[src/vrr_pkg.sv]
`timescale 1ns / 1ps
// ----------------------------------------------------------------------------
// vrr_pkg
// Shared constants and types of the varispeed ring resampler.
// ----------------------------------------------------------------------------
package vrr_pkg;

    localparam int RING_DEPTH_DEFAULT = 2048;

    localparam int FRAC_BITS = 14;
    localparam int SAMPLE_W  = 16;
    localparam int LAG_W     = 11;
    localparam int TSPEED_W  = 16;
    localparam int SPEED_W   = 24;
    localparam int STEP_W    = 19;
    localparam int SMOOTH_W  = 11;
    localparam int CFG_IDX_W = 2;
    localparam int CFG_DATA_W = 16;

    localparam logic [TSPEED_W-1:0] TSPEED_MIN   = 16'd8192;
    localparam logic [TSPEED_W-1:0] TSPEED_MAX   = 16'd40960;
    localparam logic [TSPEED_W-1:0] TSPEED_RESET = 16'd16384;
    localparam logic [SPEED_W-1:0]  SPEED_RESET  = 24'd4194304;
    localparam logic [SMOOTH_W-1:0] SMOOTH_K     = 11'd1311;
    localparam logic [LAG_W-1:0]    MIN_LAG_RESET = 11'd256;
    localparam logic [LAG_W-1:0]    MAX_LAG_RESET = 11'd1024;
    localparam int MAX_LAG_RESET_INT = 1024;

    localparam logic [CFG_IDX_W-1:0] CFG_TARGET_SPEED = 2'd0;
    localparam logic [CFG_IDX_W-1:0] CFG_MIN_LAG      = 2'd1;
    localparam logic [CFG_IDX_W-1:0] CFG_MAX_LAG      = 2'd2;

    typedef struct packed {
        logic capture;
        logic fwd0;
        logic fwd1;
        logic ok0;
        logic ok1;
    } rd_ctl_t;

endpackage

[src/vrr_speed.sv]
`timescale 1ns / 1ps
// ----------------------------------------------------------------------------
// vrr_speed
// Target speed register and first-order smoothing of the playback speed.
// ----------------------------------------------------------------------------
module vrr_speed (
    input  logic                                aclk,
    input  logic                                aresetn,
    input  logic                                cfg_we,
    input  logic [vrr_pkg::CFG_IDX_W-1:0]       cfg_addr,
    input  logic [vrr_pkg::CFG_DATA_W-1:0]      cfg_wdata,
    input  logic                                beat_in,
    input  logic                                block_start,
    input  logic                                apply,
    output logic [vrr_pkg::TSPEED_W-1:0]        speed_step
);

    localparam int SW = vrr_pkg::SPEED_W;
    localparam int PW = vrr_pkg::SPEED_W + vrr_pkg::SMOOTH_W;

    logic [vrr_pkg::TSPEED_W-1:0] target_reg;
    logic [vrr_pkg::TSPEED_W-1:0] target_next;
    logic [SW-1:0]                speed_reg;
    logic [SW-1:0]                speed_next;
    logic [vrr_pkg::STEP_W-1:0]   step_reg;
    logic                         up_reg;
    logic                         bs_reg;
    logic [SW-1:0]                tgt_wide;
    logic                         up;
    logic [SW-1:0]                mag;
    logic [PW-1:0]                prod;

    always_comb begin
        priority if (cfg_wdata < vrr_pkg::TSPEED_MIN) begin
            target_next = vrr_pkg::TSPEED_MIN;
        end else if (cfg_wdata > vrr_pkg::TSPEED_MAX) begin
            target_next = vrr_pkg::TSPEED_MAX;
        end else begin
            target_next = cfg_wdata;
        end
    end

    assign tgt_wide = {target_reg, 8'd0};
    assign up       = (tgt_wide >= speed_reg);
    assign mag      = up ? (tgt_wide - speed_reg) : (speed_reg - tgt_wide);
    assign prod     = PW'(mag) * PW'(vrr_pkg::SMOOTH_K);

    always_comb begin
        speed_next = speed_reg;
        if (apply && bs_reg) begin
            if (up_reg) begin
                speed_next = speed_reg + SW'(step_reg);
            end else begin
                speed_next = speed_reg - SW'(step_reg);
            end
        end
    end

    always_ff @(posedge aclk) begin
        if (!aresetn) begin
            target_reg <= vrr_pkg::TSPEED_RESET;
            speed_reg  <= vrr_pkg::SPEED_RESET;
            bs_reg     <= 1'b0;
        end else begin
            if (cfg_we && cfg_addr == vrr_pkg::CFG_TARGET_SPEED) begin
                target_reg <= target_next;
            end
            speed_reg <= speed_next;
            if (beat_in) begin
                bs_reg <= block_start;
            end
        end
    end

    always_ff @(posedge aclk) begin
        if (beat_in) begin
            step_reg <= prod[16 +: vrr_pkg::STEP_W];
            up_reg   <= up;
        end
    end

    assign speed_step = speed_reg[SW-1:8];

endmodule

[config.mk]
export PLATFORM = sky130hd
export DESIGN_NAME = vrr_speed
export DESIGN_NICKNAME = d
export VERILOG_FILES = /design/src/vrr_pkg.sv /design/src/vrr_speed.sv
export SDC_FILE = /design/constraint.sdc
export NUM_CORES = 1
export LEC_CHECK = 0
export ABC_AREA = 1
export BUFFER_PORTS_ARGS = -buffer_cell sky130_fd_sc_hd__buf_2
export CAP_MARGIN = 20
export CORE_ASPECT_RATIO = 2
export CORE_MARGIN = 3
export CORE_UTILIZATION = 25
export CTS_CLUSTER_DIAMETER = 60
export DETAILED_ROUTE_END_ITERATION = 16
export SLEW_MARGIN = 10
export SYNTH_ARGS = -nofsm -noshare
export SYNTH_HDL_FRONTEND = slang
export SYNTH_SLANG_ARGS = --single-unit
[constraint.sdc]
create_clock -name aclk -period 8.1 [get_ports aclk]
set_clock_uncertainty 0.2 [all_clocks]
set_input_delay 1.62 -clock aclk [delete_from_list [all_inputs] [get_ports aclk]]
set_output_delay 1.62 -clock aclk [all_outputs]
set_load 0.02 [all_outputs]
==> flow_summary.toml <==
[yosys]
synth_cells = 1834
synth_top_area_share_pct = 20.6
synth_area_leaders = "ha_1, fa_1, nand2_1"
syn_area_sq_um = 12600
synth_top_cell_by_area = "ha_1"
ys_ff_latch = 61
yosysSeqAreaShare_pct = 11.3
synth_cell_types = 45
syn_nets = 2147
syn_area_per_cell_sq_um = 6.84
ys_warn_count = 0

[worst_setup_path]
max_stage_delay_ns = 0.54
r2r_setup_slack_ns = 0.66
cp_common_cell = "inv_1"
critPathLaunch = "speed_reg[18]"
arrival_ns = 7.35
cp.required_ns = 8.01
cp_slowest_cell = "fa_1"
start_kind = "flip-flop"
critPathCaptureType = "flip-flop"
worstReg2RegStart = "speed_reg[18]"
critical_path_class = "reg2reg"
r2r-end = "step_reg[16]"
reg2reg_depth = 29
crit_path_max_fanout = 37

[sta]
rsz0062_at_grt = "no"
slew_violations = 0
final.setup.tns_ns = 0
fmax_mhz = 134
min_period_ns = 7.44
hold_viol = 0
tightest_slew_ns = 0.673
hold_ws_ns = 0.298
finalSetupViolCount = 0
period_share_pct = 91.8
slew_headroom_pct = 54.7

[cells_and_area]
fin_nets = 2178
area_delta_synth_final_pct = 9.36
final_area_sq_um = 13700
seqCellArea_sq_um = 1420
largest_reg_flops = 24
drive_above_1_share_pct = 6.26
multi_input_area_sq_um = 9480
fin_cells = 2515
fillers = 5429

[die]
core_area_sq_um = 49400
row_count = 115
ios = 40
start_util_pct = 25.4
die_height_um = 323
die-area_sq_um = 53100
die_x_um = 164

[drt]
wire_per_inst_um = 17.9
firstDrtPassIters = 5
ant_nets = 0
drc = 0
drt_first_iter_violations = 569
viasPerCell = 4.77
vias = 12000
wl_um = 45100

[clocking]
cts.sink_count = 61
cts_hold_buf = 0
clock_path_buffers = 2
htree_levels = 3
ctsRootBufferMaster = "clkbuf_16"
post_cts_resized = 0
clk_pin_slew_worst_paths_ns = 0.07
clock_latency_ns = 0.36
numCtsBuffers = 9
post_cts_buffers = 0
cts_tree = "done"

[grt]
antenna_found_initial = 1
grt_usage_pct = 16.9
grt.overflow.total = 0
grt_pass1_wl_um = 67500
grt_pass1_vias = 12500
grt_max_degree = 38

[place]
dp_hpwl_um = 39800
port_buffers = 39
dpl_cell_area_sq_um = 13400
dp_cells = 2497
place_congestion = 0.997

[min_path]
holdPathEnd = "target_reg[7]"
hp-class = "reg2reg"
min_path_cells = 2
hold_path.startpoint = "target_reg[7]"

[job]
maxCapViolations = 0

[status]
status = "finished clean"
[synthesized netlist by cell type (all sizes together)]
cell	instances
buf	24
dfxtp	41
a21boi	3
nor3b	1
a31oi	6
a41oi	2
a21o	15
o21bai	27
o21ai	75
fa	82
a211oi	1
nor3	19
inv	369
or2	3
o21a	1
a21oi	131
ha	207
nand2	453
mux2i	1
clkinv	3
nand3b	2
nand3	86
clkbuf	13
and2	2
o211ai	1
nor2	137
edfxtp	20
nand4	33
xnor2	13
xor2	56
nor4	7
[cells by family (layout without fill, tap and decap cells)]
kind of cell    count (synthesis)  after routing  share of synthesized area [%]
flops                          61             61                           11.3
fa+ha+maj                     289            289                           33.7
other cells                     0              2                              0
buf+inv                       409            445                           13.1
mux                             1              1                         0.0797
simple gates                  743            743                           25.1
compound gates                262            262                           11.9
xor+xnor                       69             69                           4.81
[per-stage QoR]
stage | util, % | setup WS (ns)
2_1_floorplan | - | 1.57
3_3_place_gp | 27.2 | 0.825
3_5_place_dp | 27.2 | 0.738
4_1_cts | 27.8 | 0.716
5_1_grt | 27.8 | 0.264
6_report | 27.8 | 0.664
[layer usage]
metal  global-route usage, %  part of all wire [%]  up-vias
li1                        -                     -     5874
met4                    14.9                    11        0
met2                    33.7                    55      327
met5                       0                     0        -
met3                    2.17                   3.2      177
met1                    13.9                    31     5624
[critical path: cells and delay by family, from the launching register on]
kind,cells,cell delay (ns)
adder cells (fa/ha/maj),7,3.00
AND/OR/NAND/NOR,12,1.62
buffers and inverters,8,1.09
AO/OA/AOI/OAI,1,0.51
flip-flops,1,0.41
XOR/XNOR,1,0.36
[how the worst max path moves through the flow]
stage,endpoint,cells past startpoint
final,step_reg[16],29
after global routing,step_reg[16],29
after CTS,step_reg[16],29
after detailed placement,step_reg[18],27
after global placement,step_reg[16],29
after floorplan,step_reg[17],30
[area by class of cell]
| class | instances | area share (%) |
|---|---|---|
| multi-input combinational | 1364 | 69.1 |
| sequential | 61 | 10.4 |
| inverter | 372 | 10.2 |
| tap | 643 | 5.86 |
| timing repair buffer | 57 | 2.41 |
| clock buffer | 9 | 1.64 |
| clock inverter | 7 | 0.438 |
| antenna | 2 | 0.0365 |
[placed cells by master, fill, tap and decap left out, drive strengths merged, types with 2 or more instances in the layout]
| cell type | count |
|---|---|
| diode | 2 |
| xor2 | 56 |
| buf | 57 |
| nor2 | 137 |
| a21o | 15 |
| a21oi | 131 |
| edfxtp | 20 |
| dfxtp | 41 |
| a31oi | 6 |
| a21boi | 3 |
| nand3b | 2 |
| a41oi | 2 |
| nand4 | 33 |
| nand3 | 86 |
| xnor2 | 13 |
| clkbuf | 9 |
| fa | 82 |
| clkinv | 8 |
| and2 | 2 |
| ha | 207 |
| nor3 | 19 |
| or2 | 3 |
| o21ai | 75 |
| inv | 371 |
| nor4 | 7 |
| o21bai | 27 |
| nand2 | 453 |
Power is left out: the tool's default activity adds up to more than one toggle a clock period on the data nets, which glitch-free logic cannot reach.
