$ cat config.mk
export PLATFORM = sky130hd
export DESIGN_NAME = vrr_interp
export DESIGN_NICKNAME = d
export VERILOG_FILES = /design/src/vrr_pkg.sv /design/src/vrr_interp.sv
export SDC_FILE = /design/constraint.sdc
export NUM_CORES = 1
export LEC_CHECK = 0
export BUFFER_PORTS_ARGS = -buffer_cell sky130_fd_sc_hd__buf_2
export CAP_MARGIN = 20
export CORE_MARGIN = 3
export CORE_UTILIZATION = 40
export CTS_CLUSTER_SIZE = 25
export DETAILED_ROUTE_END_ITERATION = 8
export SYNTH_ARGS = -nofsm -noshare
export SYNTH_HDL_FRONTEND = slang
export SYNTH_SLANG_ARGS = --single-unit
$ cat constraint.sdc
create_clock -name aclk -period 25.8 [get_ports aclk]
set_input_delay 7.74 -clock aclk [delete_from_list [all_inputs] [get_ports aclk]]
set_output_delay 7.74 -clock aclk [all_outputs]
set_load 0.05 [all_outputs]
$ cat src/vrr_pkg.sv
`timescale 1ns / 1ps
// ----------------------------------------------------------------------------
// vrr_pkg
// Shared constants and types of the varispeed ring resampler.
// ----------------------------------------------------------------------------
package vrr_pkg;

    localparam int RING_DEPTH_DEFAULT = 2048;

    localparam int FRAC_BITS = 14;
    localparam int SAMPLE_W  = 16;
    localparam int LAG_W     = 11;
    localparam int TSPEED_W  = 16;
    localparam int SPEED_W   = 24;
    localparam int STEP_W    = 19;
    localparam int SMOOTH_W  = 11;
    localparam int CFG_IDX_W = 2;
    localparam int CFG_DATA_W = 16;

    localparam logic [TSPEED_W-1:0] TSPEED_MIN   = 16'd8192;
    localparam logic [TSPEED_W-1:0] TSPEED_MAX   = 16'd40960;
    localparam logic [TSPEED_W-1:0] TSPEED_RESET = 16'd16384;
    localparam logic [SPEED_W-1:0]  SPEED_RESET  = 24'd4194304;
    localparam logic [SMOOTH_W-1:0] SMOOTH_K     = 11'd1311;
    localparam logic [LAG_W-1:0]    MIN_LAG_RESET = 11'd256;
    localparam logic [LAG_W-1:0]    MAX_LAG_RESET = 11'd1024;
    localparam int MAX_LAG_RESET_INT = 1024;

    localparam logic [CFG_IDX_W-1:0] CFG_TARGET_SPEED = 2'd0;
    localparam logic [CFG_IDX_W-1:0] CFG_MIN_LAG      = 2'd1;
    localparam logic [CFG_IDX_W-1:0] CFG_MAX_LAG      = 2'd2;

    typedef struct packed {
        logic capture;
        logic fwd0;
        logic fwd1;
        logic ok0;
        logic ok1;
    } rd_ctl_t;

endpackage

$ cat src/vrr_interp.sv
`timescale 1ns / 1ps
// ----------------------------------------------------------------------------
// vrr_interp
// Linear interpolation of the two ring samples and a two-entry output queue.
// ----------------------------------------------------------------------------
module vrr_interp (
    input  logic                                aclk,
    input  logic                                aresetn,
    input  vrr_pkg::rd_ctl_t                    rd_ctl,
    input  logic signed [vrr_pkg::SAMPLE_W-1:0] wr_sample,
    input  logic [vrr_pkg::SAMPLE_W-1:0]        rdata0,
    input  logic [vrr_pkg::SAMPLE_W-1:0]        rdata1,
    input  logic [vrr_pkg::FRAC_BITS-1:0]       frac,
    output logic                                m_tvalid,
    input  logic                                m_tready,
    output logic [vrr_pkg::SAMPLE_W-1:0]        m_tdata
);

    localparam int DW = vrr_pkg::SAMPLE_W + 1;
    localparam int MW = DW + vrr_pkg::FRAC_BITS;
    localparam int NW = MW + 1;

    logic signed [vrr_pkg::SAMPLE_W-1:0] s0;
    logic signed [vrr_pkg::SAMPLE_W-1:0] s1;
    logic signed [DW-1:0]                diff;
    logic signed [MW:0]                  prod_full;
    logic                                c_v_reg;
    logic                                c_v_next;
    logic signed [vrr_pkg::SAMPLE_W-1:0] c_s0_reg;
    logic signed [MW-1:0]                c_prod_reg;
    logic signed [NW-1:0]                num;
    logic signed [NW-1:0]                num_adj;
    logic signed [NW-1:0]                num_shr;
    logic [vrr_pkg::SAMPLE_W-1:0]        y;
    logic [vrr_pkg::SAMPLE_W-1:0]        q0_reg;
    logic [vrr_pkg::SAMPLE_W-1:0]        q1_reg;
    logic [1:0]                          qcnt_reg;
    logic                                push;
    logic                                pop;

    always_comb begin
        priority if (rd_ctl.fwd0) begin
            s0 = wr_sample;
        end else if (rd_ctl.ok0) begin
            s0 = $signed(rdata0);
        end else begin
            s0 = '0;
        end
        priority if (rd_ctl.fwd1) begin
            s1 = wr_sample;
        end else if (rd_ctl.ok1) begin
            s1 = $signed(rdata1);
        end else begin
            s1 = '0;
        end
    end

    assign diff      = DW'(s1) - DW'(s0);
    assign prod_full = (MW + 1)'(diff) * (MW + 1)'($signed({1'b0, frac}));

    assign num     = (NW'(c_s0_reg) <<< vrr_pkg::FRAC_BITS) + NW'(c_prod_reg);
    assign num_adj = num[NW-1] ? (num + NW'((1 << vrr_pkg::FRAC_BITS) - 1)) : num;
    assign num_shr = num_adj >>> vrr_pkg::FRAC_BITS;
    assign y       = num_shr[vrr_pkg::SAMPLE_W-1:0];

    assign pop  = m_tvalid && m_tready;
    assign push = c_v_reg && (qcnt_reg != 2'd2);

    always_comb begin
        c_v_next = c_v_reg;
        if (rd_ctl.capture) begin
            c_v_next = 1'b1;
        end else if (push) begin
            c_v_next = 1'b0;
        end
    end

    always_ff @(posedge aclk) begin
        if (rd_ctl.capture) begin
            c_s0_reg   <= s0;
            c_prod_reg <= prod_full[MW-1:0];
        end
    end

    always_ff @(posedge aclk) begin
        if (!aresetn) begin
            c_v_reg  <= 1'b0;
            qcnt_reg <= 2'd0;
        end else begin
            c_v_reg <= c_v_next;
            unique case ({push, pop})
                2'b10: begin
                    qcnt_reg <= qcnt_reg + 2'd1;
                end
                2'b01: begin
                    qcnt_reg <= qcnt_reg - 2'd1;
                end
                default: begin
                    qcnt_reg <= qcnt_reg;
                end
            endcase
        end
    end

    always_ff @(posedge aclk) begin
        unique case ({push, pop})
            2'b10: begin
                if (qcnt_reg == 2'd0) begin
                    q0_reg <= y;
                end else begin
                    q1_reg <= y;
                end
            end
            2'b01: begin
                q0_reg <= q1_reg;
            end
            2'b11: begin
                if (qcnt_reg == 2'd1) begin
                    q0_reg <= y;
                end else begin
                    q0_reg <= q1_reg;
                    q1_reg <= y;
                end
            end
            default: begin
                q0_reg <= q0_reg;
            end
        endcase
    end

    assign m_tvalid = (qcnt_reg != 2'd0);
    assign m_tdata  = q0_reg;

endmodule
==> impl_metrics.toml <==
[status]
outcome = "finished, final reports clean"

[clocking]
cts_setup_buffers = 0
cts_buffers = 9
cts_tree = "yes"
cts_num_sinks = 82
clkLatencyLatePin_ns = 0.34
h-tree-depth = 3
clk_pin_slew_ns = 0.06
clock_path_buffers = 2
hold_buffers = 0
root_buffer = "clkbuf_16"
ctsResizeCount = 0

[layout]
diodes = 0
nFillCells = 3516
area_delta_synth_final_pct = 8.88
drive_gt1_frac = 0.0992
final_area_mm2 = 0.0159
nNetsFinal = 1999
largest_reg_flops = 31

[job]
cap_violations = 0

[worst_setup_path]
cp_max_fo = 18
worstSetupStartpointType = "input pin"
path_buf_inv = 7
arrival_ns = 16.97
required_ns = 25.89
path_class = "in2reg"
slowest_stage = "a21o_1"
crit_top_cell = "fa_1"
cp-end-kind = "flip-flop"
cp_top_family = "adder cells"
cpPeakStageDelay_ns = 0.61

[timing]
setup_viol = 0
slew_viol_final = 0
hold_ws_ns = 0.513
final.setup.worst_slack_ns = 8.92
slew_headroom = 0.321
worstMarginPinSlew_ns = 1.02
post-route-period-util = 0.654
setup-tns-final_ns = 0
rsz0062_at_grt = "no"
timing.fmax_ghz = 0.0593
period_needed_ns = 16.88
final.setup_skew_ns = 0.00862
hold_violations = 0

[placement]
pre_cts_ws_ns = 8.65
routabilityCongestion = 0.921
io_buffers = 86
dp_hpwl_um = 30400
placed_area_mm2 = 0.0155

[logic_synthesis]
syn_inst = 1527
synth_area_mm2 = 0.0146
seq_area_frac_synth = 0.167
syn_area_per_cell_um2 = 9.53
ys_types = 79
syn_nets = 1938
synthFlopType = "edfxtp_1"
synthesis.yosys.warnings = 0
synth_edf_count = 79
ys_ff_latch = 82
synthArstFlopShare = 0

[floorplanning]
core_mm2 = 0.0357
fp.dieArea_mm2 = 0.0387
die_h_um = 197
pin_count = 87
rows = 69
initial_utilization = 0.407
die_width_um = 197

[routing]
drc_errors = 0
vias_per_cell = 5.38
num_vias = 11100
first_pass_iters = 5
wire_per_inst_um = 18.4
postRouteAntennaNets = 0
drtIter0Drc = 660
routed_wl_um = 37800

[global_route]
grt-ovfl-total = 0
grt_max_degree = 49
antenna_found_initial = 0
grt_pass1_wl_um = 61800
grt_pass1_vias = 11700
grt_use_total = 0.200

[min_path]
hold_path_class = "reg2reg"
[through the flow]
step                 util  cells
floorplan               -   1527
global placement    0.434   2036
detailed placement  0.434   2036
CTS                 0.443   2052
global route        0.443   2054
finish              0.443   2054
[cells by family after synthesis]
logic type | count (synthesis) | synth area share
buf+inv | 361 | 0.0938
simple gates | 409 | 0.152
mux | 16 | 0.0116
flops | 82 | 0.167
compound gates | 247 | 0.123
fa+ha+maj | 341 | 0.410
xor+xnor | 71 | 0.0427
[tightest hold or removal path, delay by kind of cell, from the launching register on]
family | cells | cell delay, ns
DFF | 1 | 0.32
and+or+nand+nor | 1 | 0.09
AOI/OAI and AO/OA | 1 | 0.06
[cell type report]
class | count | area, um^2 | share of cell area
multi-input combinational | 1084 | 10800 | 0.681
clock buffer | 9 | 225 | 0.0142
inverter | 304 | 1140 | 0.0720
timing repair buffer | 107 | 608 | 0.0384
clock inverter | 7 | 76.3 | 0.00481
tap | 461 | 577 | 0.0364
sequential | 82 | 2430 | 0.153
[synth_stat cells, drive strengths merged, types with 5 or more instances]
| cell type | count | area, um^2 |
|---|---|---|
| o31ai | 16 | 120 |
| a22oi | 16 | 120 |
| o21bai | 6 | 45.0 |
| edfxtp | 79 | 2370 |
| clkbuf | 52 | 195 |
| o2111ai | 5 | 61.3 |
| nor3 | 19 | 95.1 |
| a211oi | 11 | 87.6 |
| o211ai | 6 | 45.0 |
| nor3b | 9 | 67.6 |
| a2111oi | 5 | 43.8 |
| fa | 226 | 4520 |
| o21ai | 33 | 169 |
| xor2 | 25 | 219 |
| nor2 | 35 | 131 |
| nand4 | 5 | 31.3 |
| mux2 | 7 | 78.8 |
| nor4 | 9 | 92.6 |
| a22o | 27 | 236 |
| nor2b | 21 | 131 |
| a21o | 18 | 138 |
| nand3b | 7 | 52.6 |
| mux2i | 9 | 90.1 |
| ha | 115 | 1440 |
| or3b | 5 | 43.8 |
| o31a | 11 | 96.3 |
| o21a | 5 | 37.5 |
| nand2 | 113 | 424 |
| nand2b | 22 | 138 |
| a31oi | 7 | 43.8 |
| xnor2 | 46 | 403 |
| inv | 304 | 1140 |
| nand3 | 36 | 180 |
| a21oi | 51 | 263 |
| and3 | 21 | 131 |
| and2 | 94 | 589 |
| buf | 5 | 28.8 |
[worst paths after layout]
path | start | endpoint | slack, ns | cells past startpoint
hold reg to reg | c_v_reg | c_v_reg | 0.51 | 2
setup reg to reg | c_prod_reg[14] | m_tdata[14] | 22.22 | 10
hold / removal | c_v_reg | c_v_reg | 0.51 | 2
setup / recovery | rd_ctl[2] | c_prod_reg[30] | 8.92 | 34
[layer usage]
metal | up-vias | track usage | wire length (um)
li1 | 5131 | - | -
met1 | 5580 | 0.285 | 17600
met2 | 318 | 0.338 | 17800
met3 | 24 | 0.0224 | 2050
met4 | 0 | 0.0314 | 321
met5 | - | 0 | 0
[layout by cell type, fill, tap and decap left out, types with 36 or more instances in the layout]
| cell | Yosys | final |
|---|---|---|
| a21oi_1 | 49 | 49 |
| buf_2 | 2 | 86 |
| xnor2_1 | 46 | 43 |
| nand3_1 | 36 | 36 |
| inv_1 | 304 | 304 |
| and2_1 | 93 | 93 |
| ha_1 | 115 | 115 |
| nand2_1 | 113 | 113 |
| edfxtp_1 | 79 | 79 |
| fa_1 | 226 | 226 |
Power is not shown: default switching activity piles up to over one toggle a cycle in this logic, so the estimate is an artifact.
